### src/sv/tss_pkg.sv
package tss_pkg;

  // Frame layout
  localparam int unsigned FRAME_SLOTS       = 10;
  localparam int unsigned LAST_BLOCKED_SLOT = 8;
  localparam int unsigned LAST_DYN_SLOT     = 4;
  localparam int unsigned VOICE_SLOT        = 1;

  // Slot counter modulo ten by reciprocal multiply: q = (x * 52429) >> 19 for 16-bit x.
  localparam int unsigned COUNT_W      = 16;
  localparam int unsigned DIV10_MUL    = 52429;
  localparam int unsigned DIV10_SHIFT  = 19;
  localparam int unsigned PROD_W       = 32;
  localparam int unsigned QUO_W        = PROD_W - DIV10_SHIFT;

  // Voice tag queue geometry
  localparam int unsigned VOICE_DEPTH = 16;
  localparam int unsigned VIDX_W      = $clog2(VOICE_DEPTH + 1);
  localparam int unsigned VADDR_W     = (VOICE_DEPTH > 1) ? $clog2(VOICE_DEPTH) : 1;
  localparam int unsigned TAG_W       = 8;
  localparam int unsigned SLOT_W      = 4;

  // Command codes
  localparam logic [2:0] CMD_TICK    = 3'd0;
  localparam logic [2:0] CMD_PTT     = 3'd1;
  localparam logic [2:0] CMD_CONFIRM = 3'd2;
  localparam logic [2:0] CMD_END     = 3'd3;
  localparam logic [2:0] CMD_ENQUEUE = 3'd4;

  // Grant codes
  localparam logic [2:0] GRANT_NONE    = 3'd0;
  localparam logic [2:0] GRANT_VOICE   = 3'd1;
  localparam logic [2:0] GRANT_PRIO0   = 3'd2;
  localparam logic [2:0] GRANT_PRIO1   = 3'd3;
  localparam logic [2:0] GRANT_PRIO2   = 3'd4;
  localparam logic [2:0] GRANT_PRIO3   = 3'd5;
  localparam logic [2:0] GRANT_RELAY   = 3'd6;
  localparam logic [2:0] GRANT_CONTROL = 3'd7;

  // Status codes
  localparam logic [2:0] ST_SENT        = 3'd0;
  localparam logic [2:0] ST_IDLE        = 3'd1;
  localparam logic [2:0] ST_UNSYNCED    = 3'd2;
  localparam logic [2:0] ST_NOT_READY   = 3'd3;
  localparam logic [2:0] ST_FIRST_BLOCK = 3'd4;
  localparam logic [2:0] ST_LISTEN      = 3'd5;
  localparam logic [2:0] ST_NO_CONTROL  = 3'd6;
  localparam logic [2:0] ST_DONE        = 3'd7;

  // Reported voice call codes
  localparam logic [1:0] VS_INACTIVE  = 2'd0;
  localparam logic [1:0] VS_REQUESTED = 2'd1;
  localparam logic [1:0] VS_ACTIVE    = 2'd2;

  // Voice call state machine
  typedef enum logic [2:0] {
    CALL_INACTIVE  = 3'b001,
    CALL_REQUESTED = 3'b010,
    CALL_ACTIVE    = 3'b100
  } call_state_t;

  typedef struct packed {
    logic [2:0]        cmd;
    logic [15:0]       slot_count;
    logic              synced;
    logic              rrc_ready;
    logic [3:0]        prio_ready;
    logic              relay_ready;
    logic              control_ready;
    logic              request_ok;
    logic [TAG_W-1:0]  voice_tag;
  } item_t;

  typedef struct packed {
    logic [2:0]        grant;
    logic [2:0]        status;
    logic [SLOT_W-1:0] slot_number;
    logic [TAG_W-1:0]  voice_tag_out;
    logic [1:0]        voice_state;
    logic              accepted;
  } result_t;

  // Requests from the scheduler to the voice queue
  typedef struct packed {
    logic             push;
    logic             pop;
    logic             flush;
    logic [TAG_W-1:0] tag;
  } vq_ctrl_t;

  // Voice queue status seen by the scheduler
  typedef struct packed {
    logic             not_empty;
    logic             not_full;
    logic [TAG_W-1:0] head;
  } vq_stat_t;

endpackage

### src/sv/tss_voice_queue.sv
module tss_voice_queue (
  input  logic              clk,
  input  logic              rst,
  input  tss_pkg::vq_ctrl_t ctrl,
  output tss_pkg::vq_stat_t stat
);
  import tss_pkg::*;

  logic [VIDX_W-1:0] rd_idx;
  logic [VIDX_W-1:0] wr_idx;
  logic [VIDX_W-1:0] rd_idx_inc;
  logic [TAG_W-1:0]  store [VOICE_DEPTH];

  assign rd_idx_inc = rd_idx + VIDX_W'(1);

  // Linear queue indices; both return to zero when the queue drains or is flushed.
  always_ff @(posedge clk) begin
    if (rst) begin
      rd_idx <= '0;
      wr_idx <= '0;
    end else if (ctrl.flush) begin
      rd_idx <= '0;
      wr_idx <= '0;
    end else if (ctrl.pop) begin
      if (rd_idx_inc >= wr_idx) begin
        rd_idx <= '0;
        wr_idx <= '0;
      end else begin
        rd_idx <= rd_idx_inc;
      end
    end else if (ctrl.push) begin
      wr_idx <= wr_idx + VIDX_W'(1);
    end
  end

  // Tag storage, written at the tail.
  always_ff @(posedge clk) begin
    if (ctrl.push) begin
      store[wr_idx[VADDR_W-1:0]] <= ctrl.tag;
    end
  end

  assign stat.not_empty = (rd_idx < wr_idx);
  assign stat.not_full  = (wr_idx < VIDX_W'(VOICE_DEPTH));
  assign stat.head      = store[rd_idx[VADDR_W-1:0]];

endmodule

### src/sv/tss_core.sv
module tss_core (
  input  logic              clk,
  input  logic              rst,
  input  logic              fire,
  input  tss_pkg::item_t    item,
  input  logic [3:0]        own_slot,
  input  tss_pkg::vq_stat_t vq_stat,
  output tss_pkg::vq_ctrl_t vq_ctrl,
  output tss_pkg::result_t  res
);
  import tss_pkg::*;

  call_state_t        call_state;
  call_state_t        call_state_next;
  logic               first_frame_done;
  logic               first_frame_done_next;

  logic [PROD_W-1:0]  prod;
  logic [QUO_W-1:0]   quo;
  logic [COUNT_W-1:0] rem;
  logic [SLOT_W-1:0]  slot;

  logic               push_c;
  logic               pop_c;
  logic               flush_c;

  // Slot number 1..10 from the running counter.
  assign prod = PROD_W'(item.slot_count) * PROD_W'(DIV10_MUL);
  assign quo  = prod[PROD_W-1:DIV10_SHIFT];
  assign rem  = item.slot_count - COUNT_W'(COUNT_W'(quo) * COUNT_W'(FRAME_SLOTS));
  assign slot = rem[SLOT_W-1:0] + SLOT_W'(1);

  // Command decode, slot typing and fixed-priority grant.
  always_comb begin
    res.grant         = GRANT_NONE;
    res.status        = ST_DONE;
    res.slot_number   = '0;
    res.voice_tag_out = '0;
    res.accepted      = 1'b0;
    call_state_next   = call_state;
    first_frame_done_next = first_frame_done;
    push_c  = 1'b0;
    pop_c   = 1'b0;
    flush_c = 1'b0;
    case (item.cmd)
      CMD_TICK: begin
        if (!item.synced) begin
          res.status = ST_UNSYNCED;
        end else if (!item.rrc_ready) begin
          res.status = ST_NOT_READY;
        end else begin
          res.slot_number = slot;
          if (!first_frame_done && slot <= SLOT_W'(LAST_BLOCKED_SLOT)) begin
            res.status = ST_FIRST_BLOCK;
          end else begin
            if (slot == SLOT_W'(FRAME_SLOTS)) begin
              first_frame_done_next = 1'b1;
            end
            res.status = ST_SENT;
            if (slot == SLOT_W'(VOICE_SLOT)) begin
              if (call_state == CALL_ACTIVE && vq_stat.not_empty) begin
                res.grant         = GRANT_VOICE;
                res.voice_tag_out = vq_stat.head;
                pop_c             = 1'b1;
              end else if (item.prio_ready[0]) begin
                res.grant = GRANT_PRIO0;
              end else begin
                res.status = ST_IDLE;
              end
            end else if (slot <= SLOT_W'(LAST_DYN_SLOT)) begin
              if (item.prio_ready[0]) begin
                res.grant = GRANT_PRIO0;
              end else if (item.prio_ready[1]) begin
                res.grant = GRANT_PRIO1;
              end else begin
                res.status = ST_IDLE;
              end
            end else if (slot <= SLOT_W'(LAST_BLOCKED_SLOT)) begin
              if (item.relay_ready) begin
                res.grant = GRANT_RELAY;
              end else if (item.prio_ready[2]) begin
                res.grant = GRANT_PRIO2;
              end else if (item.prio_ready[3]) begin
                res.grant = GRANT_PRIO3;
              end else begin
                res.status = ST_IDLE;
              end
            end else begin
              if (slot != own_slot) begin
                res.status = ST_LISTEN;
              end else if (item.control_ready) begin
                res.grant = GRANT_CONTROL;
              end else begin
                res.status = ST_NO_CONTROL;
              end
            end
          end
        end
      end
      CMD_PTT: begin
        if (call_state == CALL_INACTIVE && item.request_ok) begin
          call_state_next = CALL_REQUESTED;
          res.accepted    = 1'b1;
        end
      end
      CMD_CONFIRM: begin
        if (call_state == CALL_REQUESTED) begin
          call_state_next = CALL_ACTIVE;
        end
      end
      CMD_END: begin
        call_state_next = CALL_INACTIVE;
        flush_c         = 1'b1;
      end
      CMD_ENQUEUE: begin
        if (vq_stat.not_full) begin
          push_c       = 1'b1;
          res.accepted = 1'b1;
        end
      end
      default: begin
        res.status = ST_IDLE;
      end
    endcase

    case (call_state_next)
      CALL_REQUESTED: res.voice_state = VS_REQUESTED;
      CALL_ACTIVE:    res.voice_state = VS_ACTIVE;
      default:        res.voice_state = VS_INACTIVE;
    endcase
  end

  // Queue requests only take effect for the beat that is retired.
  assign vq_ctrl.push  = push_c & fire;
  assign vq_ctrl.pop   = pop_c & fire;
  assign vq_ctrl.flush = flush_c & fire;
  assign vq_ctrl.tag   = item.voice_tag;

  // Call state and first-frame flag advance once per retired beat.
  always_ff @(posedge clk) begin
    if (rst) begin
      call_state       <= CALL_INACTIVE;
      first_frame_done <= 1'b0;
    end else if (fire) begin
      call_state       <= call_state_next;
      first_frame_done <= first_frame_done_next;
    end
  end

endmodule

### src/sv/tdma_slot_scheduler.sv
// Slot scheduler for a ten-slot TDMA frame.
// Input channel item_valid / item_ready / item carries one beat per slot tick
// or call command; result channel result_valid / result_ready / result returns
// exactly one beat per input beat, in order. The own control slot number is
// written through cfg_we / cfg_wdata while the block is idle; the user must
// keep to this, as the block itself does not enforce it.
// Each beat is held in the input register, then the grant logic, queue and call
// state update as it moves into the result register, where result_valid rises.
// Throughput is one beat per cycle while result_ready is high; the input register
// and the result register form a two-stage pipeline, so a new beat is taken
// while a result waits.
// When the receiver holds result_ready low, the result register holds, the
// input register fills, and item_ready drops until the result is taken.
// A synchronous reset empties both pipeline stages, sets the call to inactive,
// empties the voice tag queue, restarts the first-frame block and clears the
// own control slot to none. The voice tag store is not cleared; an entry is
// only read after it was written.
module tdma_slot_scheduler (
  input  logic             clk,
  input  logic             rst,
  input  logic             item_valid,
  output logic             item_ready,
  input  tss_pkg::item_t   item,
  output logic             result_valid,
  input  logic             result_ready,
  output tss_pkg::result_t result,
  input  logic             cfg_we,
  input  logic [3:0]       cfg_wdata
);
  import tss_pkg::*;

  logic     own_valid_unused;
  logic     stage_valid;
  item_t    stage_item;
  logic     fire;
  logic [3:0] own_control_slot;
  result_t  core_res;
  vq_ctrl_t vq_ctrl;
  vq_stat_t vq_stat;

  assign own_valid_unused = 1'b0;

  // The input stage retires into the result register when that register is free.
  assign fire       = stage_valid & (~result_valid | result_ready) & ~own_valid_unused;
  assign item_ready = ~stage_valid | fire;

  // Configuration register.
  always_ff @(posedge clk) begin
    if (rst) begin
      own_control_slot <= '0;
    end else if (cfg_we) begin
      own_control_slot <= cfg_wdata;
    end
  end

  // Input register.
  always_ff @(posedge clk) begin
    if (rst) begin
      stage_valid <= 1'b0;
    end else if (item_ready) begin
      stage_valid <= item_valid;
    end
  end

  always_ff @(posedge clk) begin
    if (item_ready && item_valid) begin
      stage_item <= item;
    end
  end

  tss_core u_core (
    .clk      (clk),
    .rst      (rst),
    .fire     (fire),
    .item     (stage_item),
    .own_slot (own_control_slot),
    .vq_stat  (vq_stat),
    .vq_ctrl  (vq_ctrl),
    .res      (core_res)
  );

  tss_voice_queue u_voice_queue (
    .clk  (clk),
    .rst  (rst),
    .ctrl (vq_ctrl),
    .stat (vq_stat)
  );

  // Result register.
  always_ff @(posedge clk) begin
    if (rst) begin
      result_valid <= 1'b0;
    end else if (fire) begin
      result_valid <= 1'b1;
    end else if (result_ready) begin
      result_valid <= 1'b0;
    end
  end

  always_ff @(posedge clk) begin
    if (fire) begin
      result <= core_res;
    end
  end

endmodule
### config.mk
export PLATFORM = sky130hd
export DESIGN_NAME = tdma_slot_scheduler
export DESIGN_NICKNAME = d
export VERILOG_FILES = /design/src/sv/tss_pkg.sv /design/src/sv/tss_voice_queue.sv /design/src/sv/tss_core.sv /design/src/sv/tdma_slot_scheduler.sv
export SDC_FILE = /design/constraint.sdc
export NUM_CORES = 1
export LEC_CHECK = 0
export BUFFER_PORTS_ARGS = -buffer_cell sky130_fd_sc_hd__clkbuf_2
export CAP_MARGIN = 15
export CORE_MARGIN = 1
export CORE_UTILIZATION = 35
export CTS_CLUSTER_SIZE = 30
export DETAILED_ROUTE_END_ITERATION = 6
export GPL_ROUTABILITY_DRIVEN = 0
export SETUP_SLACK_MARGIN = 0.4
export SLEW_MARGIN = 20
export SYNTH_ARGS = -nofsm -noshare
export SYNTH_HDL_FRONTEND = slang
export SYNTH_HIERARCHICAL = 1
export SYNTH_SLANG_ARGS = --single-unit
export TNS_END_PERCENT = 50
### constraint.sdc
create_clock -name clk -period 11.33 [get_ports clk]
set_input_delay 0.5665 -clock clk [delete_from_list [all_inputs] [get_ports clk]]
set_output_delay 0.5665 -clock clk [all_outputs]
set_load 0.02 [all_outputs]
==> impl_metrics.py, run 1 <==
metrics = {
    "worst_setup_path": {
        "capturing_point_of_the_worst_reg2reg_path": "u_voice_queue/wr_idx[3]$_SDFFE_PP0P_",
        "reg2reg_slack_ns": 1.78,
        "cp-end-kind": "flop",
        "crit_slowest_cell": "sky130_fd_sc_hd__nor3_1",
        "setup.worst_path.class": "reg -> reg",
        "worstReg2RegStart": "stage_item[20]$_DFFE_PP_",
        "timing.critical_path.fanout_max": 12,
        "cp_data_arrival_time_ns": 9.95,
        "r2r_cells": 32,
        "worst_setup_path_start_kind": "flop",
        "cp-startpoint": "stage_item[20]$_DFFE_PP_",
        "worst-endpoint-required_ns": 11.73,
        "cpPeakStageDelay_ns": 0.86,
    },
    "clocking": {
        "clock_latency_ns": 0.52,
        "cts-buffers-inserted": 24,
        "numClockSinks": 209,
        "clock-root-buffer": "sky130_fd_sc_hd__clkbuf_16",
        "tritoncts": "built",
        "cts_resized": 0,
        "cts_htree_levels": 1,
        "cts.hold.buffers_added": 0,
        "worst_setup_hold_path_clk_slew_ns": 0.06,
        "clk_path_buf_depth": 3,
        "post-cts-setup-buffer-count": 0,
    },
    "timing": {
        "final_min_period_over_clock_period": 0.8426,
        "final-max-slew-violation-count": 0,
        "hold_viol": 0,
        "min_clock_period_post_route_ns": 9.547,
        "setup_tns_ns": 0,
        "maxSlewHeadroom": 0.3135,
        "timing.fmax_mhz": 104.7,
        "setup_repair_after_global_routing_missed_its_margin": "false",
        "setup_viol_count_final": 0,
        "finalClockSkew_ns": 0.009508,
        "timing_worst_slew_pin_value_ns": 1.022,
    },
    "route": {
        "post_drt_wl_per_cell_um": 17.57,
        "finalWirelength_mm": 24.57,
        "vias": 6677,
        "route.detailed.drc": 0,
        "detailedRoute.firstPassIterationCount": 5,
        "detail-route-antenna-nets": 0,
        "drt-initial-drc-count": 414,
        "vias_per_cell": 4.776,
    },
    "layout": {
        "final_common_cell": "sky130_fd_sc_hd__edfxtp_1",
        "antenna_cells_inserted": 0,
        "finish.cell_count_without_fillers": 1398,
        "design_area_um2": 13510,
        "design.final.nets": 1147,
        "layout_common_cells": "185 x sky130_fd_sc_hd__edfxtp_1, 149 x sky130_fd_sc_hd__inv_1, 105 x sky130_fd_sc_hd__ha_1, 67 x sky130_fd_sc_hd__clkbuf_2, 64 x sky130_fd_sc_hd__fa_1",
        "synthToLayoutAreaGrowth_pct": 13.22,
        "post_route_cells_drive_above_1_share": 0.1537,
        "post-route-util": 0.4029,
    },
    "job": {
        "drv_cap": 0,
    },
    "worst_hold_path": {
        "hold-path-endpoint": "stage_item[29]$_DFFE_PP_",
        "hold-path-cell-count": 1,
        "min_path_type": "in -> reg",
        "timing.hold.worst.start": "item[29]",
    },
    "grt": {
        "grt_antenna_before_repair": 0,
        "grtUsageMet3": 0.02182,
        "globalRouteTotalUtil": 0.1443,
        "grt_pass1_wl_mm": 39.07,
        "globalRouteOverflowTotal": 0,
        "globalRouteMet2Util": 0.2306,
        "grt_max_degree": 37,
        "met1_usage_grt": 0.2067,
        "busiest_layer": "met2",
        "grt_pass1_vias": 7032,
    },
    "place": {
        "place.port_buffers": 67,
        "placed_instances": 1355,
        "placement.cell_area_um2": 12680,
        "hpwlAfterDp_mm": 17.97,
    },
    "synth": {
        "avgSynthCellArea_um2": 13.84,
        "synth-xor-area-share": 0.02318,
        "synth_enable_flop_cells": 185,
        "number_of_distinct_library_cells_after_synthesis": 65,
        "ys.flop_type": "sky130_fd_sc_hd__edfxtp_1",
        "ys_seq_elements": 209,
        "post_synth_fa_ha_maj_area_fraction": 0.2175,
        "synth-warning-count": 6,
        "asyncSetResetFlopFracSynth": 0,
        "syn_area_um2": 11930,
        "yosysSeqAreaShare": 0.5059,
        "synthesis.nets": 1076,
        "synth_top_family_by_area": "adder cells",
        "synthCells": 862,
        "post_synth_and_or_nand_nor_area_fraction": 0.06470,
        "muxShareOfSynthArea": 0.07068,
        "synth-compound-area-share": 0.05484,
    },
    "die": {
        "fp-row-count": 67,
        "design.core.area_um2": 33530,
        "die-width_um": 186.6,
        "dieHeight_um": 186.6,
        "die_area_um2": 34830,
        "start_util": 0.3558,
        "pin_count": 68,
    },
    "outcome": {
        "outcome": "finished, final reports clean",
    },
}
==> registers in the layout (all words and copies together), names as in the netlist, named ones only <==
| register | cells |
|---|---|
| u_voice_queue/wr_idx | 5 |
| u_core/call_state | 3 |
| stage_item | 36 |
| u_core/first_frame_done | 1 |
| own_control_slot | 4 |
| stage_valid | 1 |
| u_voice_queue/rd_idx | 5 |
| result | 21 |
| u_voice_queue/store | 128 |
| result_valid | 1 |
==> synth_stat cells, drive strengths merged (4+ instances only) <==
library cell	number	area, um^2
a21o	5	37.54
and3	8	50.05
edfxtp	185	5555
mux2i	7	70.07
inv	149	559.3
and2	16	100.1
buf	17	138.9
dfxtp	24	480.5
clkbuf	7	26.28
fa	64	1281
ha	105	1314
a21oi	18	90.09
o21ai	11	55.05
mux4	32	773.2
a211o	4	35.03
o22ai	6	37.54
nand2	30	112.6
nor3b	4	30.03
xnor2	18	172.7
nand3	8	45.04
nor3	13	65.06
nand2b	5	31.28
nand4	5	37.53
nor2	43	163.9
xor2	11	103.9
a22oi	18	140.1
a31oi	5	31.28
==> metal layers <==
metal / vias to the layer above / share of wire / wire (um)
met2: 168 / 0.45 / 11150
li1: 3203 / - / -
met4: 0 / 0.013 / 330
met3: 23 / 0.052 / 1282
met1: 3283 / 0.48 / 11810
met5: - / 0 / 0
==> layout make-up <==
type	count	area, um^2
clock buffer	30	643.1
tap	448	560.5
sequential	209	6038
inverter	149	559.3
clock inverter	13	186.4
timing repair buffer	72	372.9
fill	3158	20020
multi-input combinational	477	5149
==> worst max-delay path: cells and delay by family (launching register included) <==
family | cells | cell delay [ns]
AOI/OAI and AO/OA | 3 | 0.87
xor gates and xnor gates | 7 | 1.59
adders and majority gates | 10 | 4.15
buffers and inverters | 6 | 0.38
DFF | 1 | 0.52
and+or+nand+nor | 6 | 1.91
==> worst max path at each step <==
stage,slack [ns],end,cells after the start
after CTS,1.72,u_voice_queue/wr_idx[3]$_SDFFE_PP0P_,32
final,1.78,u_voice_queue/wr_idx[3]$_SDFFE_PP0P_,32
after detailed placement,1.72,u_voice_queue/wr_idx[3]$_SDFFE_PP0P_,32
after global placement,2.04,u_voice_queue/wr_idx[4]$_SDFFE_PP0P_,32
after floorplan,3.19,u_voice_queue/wr_idx[2]$_SDFFE_PP0P_,34
after global routing,1.12,u_voice_queue/wr_idx[3]$_SDFFE_PP0P_,32
==> stage by stage <==
stage	setup slack (ns)	hold WS (ns)
finish	1.783	0.2214
global route	1.119	0.1930
CTS	1.721	0.1953
detailed placement	1.718	0.4807
global placement	2.045	0.4728
floorplan	3.189	0.4593
==> logic make-up after synthesis <==
| family | after synthesis |
|---|---|
| buffers and inverters | 176 |
| adders and majority gates | 169 |
| DFF | 209 |
| xor gates and xnor gates | 29 |
| muxes | 39 |
| AOI/OAI and AO/OA | 91 |
| and+or+nand+nor | 149 |
Power of run 1 is left out: the tool's default activity adds up to more than one toggle a clock period on the data nets, which glitch-free logic cannot reach.
==> inputs of run 2 (changes only) <==
- clock period: 11.33 -> 9.1 ns (I/O delays scaled with it)
==> run 2 against run 1 <==
Against the previous run: worst setup slack lost 0.94 ns; maximum frequency grew 16%; global-route usage grew 0.067 points; sequential share of layout area shrank 0.82 points; critical path type unchanged; critical endpoint unchanged.
==> impl_metrics.py, run 2 (synthesis gave the netlist of run 1 again) <==
metrics = {
    "worst_setup_path": {
        "reg2reg_slack_ns": 0.84,
        "cp-startpoint": "stage_item[19]$_DFFE_PP_",
        "worst_setup_path_start_kind": "flop",
        "worstSetupPathDepth": 34,
        "timing.critical_path.max_delay_family": "adder cells",
        "timing.critical_path.fanout_max": 10,
        "cpPeakStageDelay_ns": 0.55,
        "r2r_cells": 34,
        "endpoint": "u_voice_queue/wr_idx[3]$_SDFFE_PP0P_",
        "path_buf_inv": 8,
        "cp-end-kind": "flop",
        "capturing_point_of_the_worst_reg2reg_path": "u_voice_queue/wr_idx[3]$_SDFFE_PP0P_",
        "crit_slowest_cell": "sky130_fd_sc_hd__fa_1",
        "setup.worst_path.class": "reg -> reg",
        "worstReg2RegStart": "stage_item[19]$_DFFE_PP_",
        "worst-endpoint-required_ns": 9.51,
        "cp_data_arrival_time_ns": 8.67,
    },
    "timing": {
        "setup_tns_ns": 0,
        "final_min_period_over_clock_period": 0.9072,
        "timing.fmax_mhz": 121.1,
        "timing_worst_slew_pin_value_ns": 0.9909,
        "final-max-slew-violation-count": 0,
        "finalClockSkew_ns": 0.01048,
        "maxSlewHeadroom": 0.3394,
        "hold_viol": 0,
        "setup_repair_after_global_routing_missed_its_margin": "false",
        "setup_viol_count_final": 0,
        "worst_hold_slack_ns": 0.09685,
        "min_clock_period_post_route_ns": 8.255,
    },
    "layout": {
        "antenna_cells_inserted": 0,
        "post_route_cells_drive_above_1_share": 0.1773,
        "design_area_um2": 13760,
        "design.final.nets": 1166,
        "final_common_cell": "sky130_fd_sc_hd__edfxtp_1",
        "synthToLayoutAreaGrowth_pct": 15.35,
        "flip_flop_count_of_the_largest_register_all_copies_and_words_added": 128,
        "layout_common_cells": "185 x sky130_fd_sc_hd__edfxtp_1, 149 x sky130_fd_sc_hd__inv_1, 103 x sky130_fd_sc_hd__ha_1, 67 x sky130_fd_sc_hd__clkbuf_2, 64 x sky130_fd_sc_hd__fa_1",
        "area_of_the_multi_input_gates_um2": 5228,
        "layout.filler_cells": 3126,
        "sequential_cell_area_um2": 6038,
    },
    "die": {
        "die-width_um": 186.6,
        "dieHeight_um": 186.6,
        "pin_count": 68,
        "design.core.area_um2": 33530,
        "die_area_um2": 34830,
        "start_util": 0.3558,
        "fp-row-count": 67,
    },
    "clocking": {
        "cts-buffers-inserted": 25,
        "clk_path_buf_depth": 3,
        "cts_htree_levels": 1,
        "tritoncts": "built",
        "cts.hold.buffers_added": 0,
        "worst_setup_hold_path_clk_slew_ns": 0.06,
        "numClockSinks": 209,
        "clock-root-buffer": "sky130_fd_sc_hd__clkbuf_16",
        "clock_latency_ns": 0.53,
    },
    "grt": {
        "grt_antenna_before_repair": 0,
        "grt_max_degree": 37,
        "globalRouteTotalUtil": 0.1450,
        "grt_pass1_wl_mm": 39.46,
        "globalRouteOverflowTotal": 0,
        "grt_pass1_vias": 7122,
    },
    "route": {
        "finalWirelength_mm": 24.64,
        "detail-route-antenna-nets": 0,
        "post_drt_wl_per_cell_um": 17.38,
        "drt-initial-drc-count": 423,
        "vias": 6816,
        "detailedRoute.firstPassIterationCount": 5,
        "vias_per_cell": 4.807,
        "route.detailed.drc": 0,
    },
    "place": {
        "hpwlAfterDp_mm": 18.23,
        "placement.cell_area_um2": 12690,
        "place.port_buffers": 67,
    },
    "worst_hold_path": {
        "min_path_type": "in -> reg",
    },
    "job": {
        "drv_cap": 0,
    },
    "outcome": {
        "outcome": "finished, final reports clean",
    },
}
-- run 2: repair_timing --
action | CTS | global route
resized for setup | 2 | 11
endpoints found under the setup margin | 8 | 16
buffers inserted | 1 | 15
pin swaps | 1 | 7
cloned | 0 | 0
-- run 2: worst register-to-register path: cells and delay by family, from the launching register on --
kind                     cells  cell delay [ns]
XOR/XNOR                     7             1.12
AND/OR/NAND/NOR              6             1.05
flip-flops                   1             0.53
AO/OA/AOI/OAI                3             0.68
adder cells (fa/ha/maj)     10             4.11
buffers and inverters        8             0.66
-- run 2: worst min-delay path by stage --
stage,startpoint,to,slack [ns],cells after the start
floorplan,u_voice_queue/wr_idx[4]$_SDFFE_PP0P_,u_voice_queue/wr_idx[4]$_SDFFE_PP0P_,0.46,1
global placement,u_voice_queue/wr_idx[4]$_SDFFE_PP0P_,u_voice_queue/wr_idx[4]$_SDFFE_PP0P_,0.47,1
detailed placement,u_voice_queue/wr_idx[4]$_SDFFE_PP0P_,u_voice_queue/wr_idx[4]$_SDFFE_PP0P_,0.48,1
CTS,item[18],stage_item[18]$_DFFE_PP_,0.07,1
global route,item[31],stage_item[31]$_DFFE_PP_,0.08,1
finish,item[18],stage_item[18]$_DFFE_PP_,0.1,1
-- run 2: routing by layer --
metal / up-vias / share of wire / track usage
met4: 0 / 0.018 / 0.03720
li1: 3253 / - / -
met2: 166 / 0.45 / 0.2328
met5: - / 0 / 0
met1: 3365 / 0.48 / 0.2057
met3: 32 / 0.051 / 0.02125
-- run 2: area by class of cell --
type | count | share of cell area
Multi-Input combinational cell | 477 | 0.3798
Timing Repair Buffer | 90 | 0.03718
Sequential cell | 209 | 0.4387
Inverter | 149 | 0.04064
Clock inverter | 9 | 0.009818
Clock buffer | 36 | 0.05309
Tap cell | 448 | 0.04073
-- run 2: per-stage QoR --
stage | utilization | instances | setup WS (ns)
2_1_floorplan | - | 862 | 0.9594
3_3_place_gp | 0.3785 | 1357 | 0.3820
3_5_place_dp | 0.3785 | 1357 | 0.2012
4_1_cts | 0.4053 | 1403 | 0.4277
5_1_grt | 0.4104 | 1418 | 0.3837
6_report | 0.4104 | 1418 | 0.8446
Power of run 2 is left out for the same reason.
==> inputs of run 3 (changes only) <==
- REMOVE_ABC_BUFFERS: default -> 1
==> run 3 against run 2 <==
Against the previous run: sequential cell count stayed put; register-to-register slack worse by 0.04 ns; first-iteration DRC count shrank 19%.
==> impl_metrics.py, run 3 (synthesis gave the netlist of run 1 again) <==
metrics = {
    "outcome": {
        "outcome": "finished, final reports clean",
    },
    "worst_hold_path": {
        "min_path_type": "in -> reg",
        "timing.hold.worst.start": "item[17]",
        "hold-path-cell-count": 1,
        "hold-path-endpoint": "stage_item[17]$_DFFE_PP_",
    },
    "layout": {
        "post_route_cells_drive_above_1_share": 0.1665,
        "design_area_um2": 13510,
        "flip_flop_count_of_the_largest_register_all_copies_and_words_added": 128,
        "final_common_cell": "sky130_fd_sc_hd__edfxtp_1",
        "design.final.nets": 1159,
        "synthToLayoutAreaGrowth_pct": 13.26,
        "finish.cell_count_without_fillers": 1409,
        "antenna_cells_inserted": 0,
        "layout_common_cells": "185 x sky130_fd_sc_hd__edfxtp_1, 149 x sky130_fd_sc_hd__inv_1, 104 x sky130_fd_sc_hd__ha_1, 67 x sky130_fd_sc_hd__clkbuf_2, 64 x sky130_fd_sc_hd__fa_1",
    },
    "route": {
        "drt-initial-drc-count": 344,
        "post_drt_wl_per_cell_um": 17.30,
        "vias": 6771,
        "detailedRoute.firstPassIterationCount": 4,
        "finalWirelength_mm": 24.38,
        "detail-route-antenna-nets": 0,
        "route.detailed.drc": 0,
        "vias_per_cell": 4.806,
    },
    "die": {
        "dieHeight_um": 186.6,
        "die-width_um": 186.6,
        "design.core.area_um2": 33530,
        "start_util": 0.3558,
        "die_area_um2": 34830,
        "pin_count": 68,
        "fp-row-count": 67,
    },
    "timing": {
        "hold_viol": 0,
        "min_clock_period_post_route_ns": 8.292,
        "final_min_period_over_clock_period": 0.9112,
        "maxSlewHeadroom": 0.3547,
        "timing_worst_slew_pin_value_ns": 0.9644,
        "setup_tns_ns": 0,
        "fin_ws_ns": 0.8082,
        "setup_viol_count_final": 0,
        "setup_repair_after_global_routing_missed_its_margin": "false",
        "finalClockSkew_ns": 0.01588,
        "timing.fmax_mhz": 120.6,
        "final-max-slew-violation-count": 0,
    },
    "worst_setup_path": {
        "reg2reg_slack_ns": 0.81,
        "timing.critical_path.max_delay_family": "adder cells",
        "cp_data_arrival_time_ns": 8.70,
        "path_buf_inv": 7,
        "capturing_point_of_the_worst_reg2reg_path": "u_voice_queue/wr_idx[4]$_SDFFE_PP0P_",
        "cpPeakStageDelay_ns": 0.55,
        "setup.worst_path.class": "reg -> reg",
        "worstReg2RegStart": "stage_item[20]$_DFFE_PP_",
        "r2r_cells": 33,
        "crit_slowest_cell": "sky130_fd_sc_hd__fa_1",
        "cp-end-kind": "flop",
        "worst-endpoint-required_ns": 9.51,
        "worst_setup_path_start_kind": "flop",
        "timing.critical_path.fanout_max": 12,
    },
    "place": {
        "placed_instances": 1359,
        "placement.cell_area_um2": 12700,
        "hpwlAfterDp_mm": 17.77,
        "dp_worst_setup_slack_ns": 0.5341,
        "place.port_buffers": 67,
    },
    "grt": {
        "grt_antenna_before_repair": 0,
        "globalRouteTotalUtil": 0.1443,
        "grt_pass1_vias": 7036,
        "grt_pass1_wl_mm": 39.44,
        "grt_max_degree": 37,
        "globalRouteOverflowTotal": 0,
    },
    "clocking": {
        "clock_latency_ns": 0.53,
        "numClockSinks": 209,
        "clk_path_buf_depth": 3,
        "cts.hold.buffers_added": 0,
        "cts-buffers-inserted": 23,
        "worst_setup_hold_path_clk_slew_ns": 0.06,
        "tritoncts": "built",
        "clock-root-buffer": "sky130_fd_sc_hd__clkbuf_16",
        "cts_htree_levels": 1,
    },
    "job": {
        "drv_cap": 0,
    },
}
==> run 3: cell types whose count changed in the layout (fill, tap and decap cells not counted), sizes merged <==
| cell | before | now |
|---|---|---|
| clkbuf | 103 | 93 |
| clkinv | 4 | 10 |
| buf | 23 | 18 |
| bufinv | 3 | 0 |
| clkinvlp | 1 | 3 |
| inv | 150 | 151 |
==> run 3: routing by layer <==
| layer | routed length, um | global-route usage | share of wire | vias to the layer above |
|---|---|---|---|---|
| met2 | 10990 | 0.2268 | 0.45 | 140 |
| li1 | - | - | - | 3225 |
| met5 | 0 | 0 | 0 | - |
| met3 | 1330 | 0.02426 | 0.055 | 28 |
| met1 | 11700 | 0.2094 | 0.48 | 3378 |
| met4 | 356 | 0.03121 | 0.015 | 0 |
==> run 3: repair_timing <==
| action | CTS | global route |
|---|---|---|
| setup endpoints to repair | 0 | 11 |
| resized for setup | 0 | 6 |
| endpoints found under the hold margin | 0 | 0 |
| buffers inserted | 0 | 9 |
==> run 3: worst max-delay path by stage <==
stage	startpoint	to	slack (ns)	cells past startpoint
final	stage_item[20]$_DFFE_PP_	u_voice_queue/wr_idx[4]$_SDFFE_PP0P_	0.81	33
after global placement	stage_item[19]$_DFFE_PP_	u_voice_queue/wr_idx[3]$_SDFFE_PP0P_	0.73	33
after floorplan	stage_item[20]$_DFFE_PP_	u_voice_queue/wr_idx[4]$_SDFFE_PP0P_	0.48	32
after global routing	stage_item[20]$_DFFE_PP_	u_voice_queue/wr_idx[4]$_SDFFE_PP0P_	0.36	33
after detailed placement	stage_item[19]$_DFFE_PP_	u_voice_queue/wr_idx[3]$_SDFFE_PP0P_	0.53	33
after CTS	stage_item[19]$_DFFE_PP_	u_voice_queue/wr_idx[4]$_SDFFE_PP0P_	0.50	33
==> run 3: through the flow <==
| step | utilization | hold slack, ns |
|---|---|---|
| 4_1_cts | 0.3999 | 0.07138 |
| 3_3_place_gp | 0.3788 | 0.4690 |
| 5_1_grt | 0.4030 | 0.06544 |
| 6_report | 0.4030 | 0.09627 |
| 3_5_place_dp | 0.3788 | 0.4821 |
| 2_1_floorplan | - | 0.4593 |
==> run 3: worst register-to-register path: cells and delay by family, from the launching register on <==
kind                     cells  cell delay (ns)
AO/OA/AOI/OAI                3             0.68
buffers and inverters        7             0.52
AND/OR/NAND/NOR              6             1.13
adder cells (fa/ha/maj)     10             4.18
flip-flops                   1             0.51
XOR/XNOR                     7             1.16
==> run 3: layout make-up <==
| type | instances | area, um^2 |
|---|---|---|
| inverters | 149 | 559.3 |
| flip-flops and latches | 209 | 6038 |
| multi-input cells | 477 | 5175 |
| fillers | 3135 | 20020 |
| clock buffers | 26 | 608.1 |
| repair buffers | 85 | 474.2 |
| clock inverters | 15 | 97.59 |
| well taps | 448 | 560.5 |
Power of run 3 is left out for the same reason.
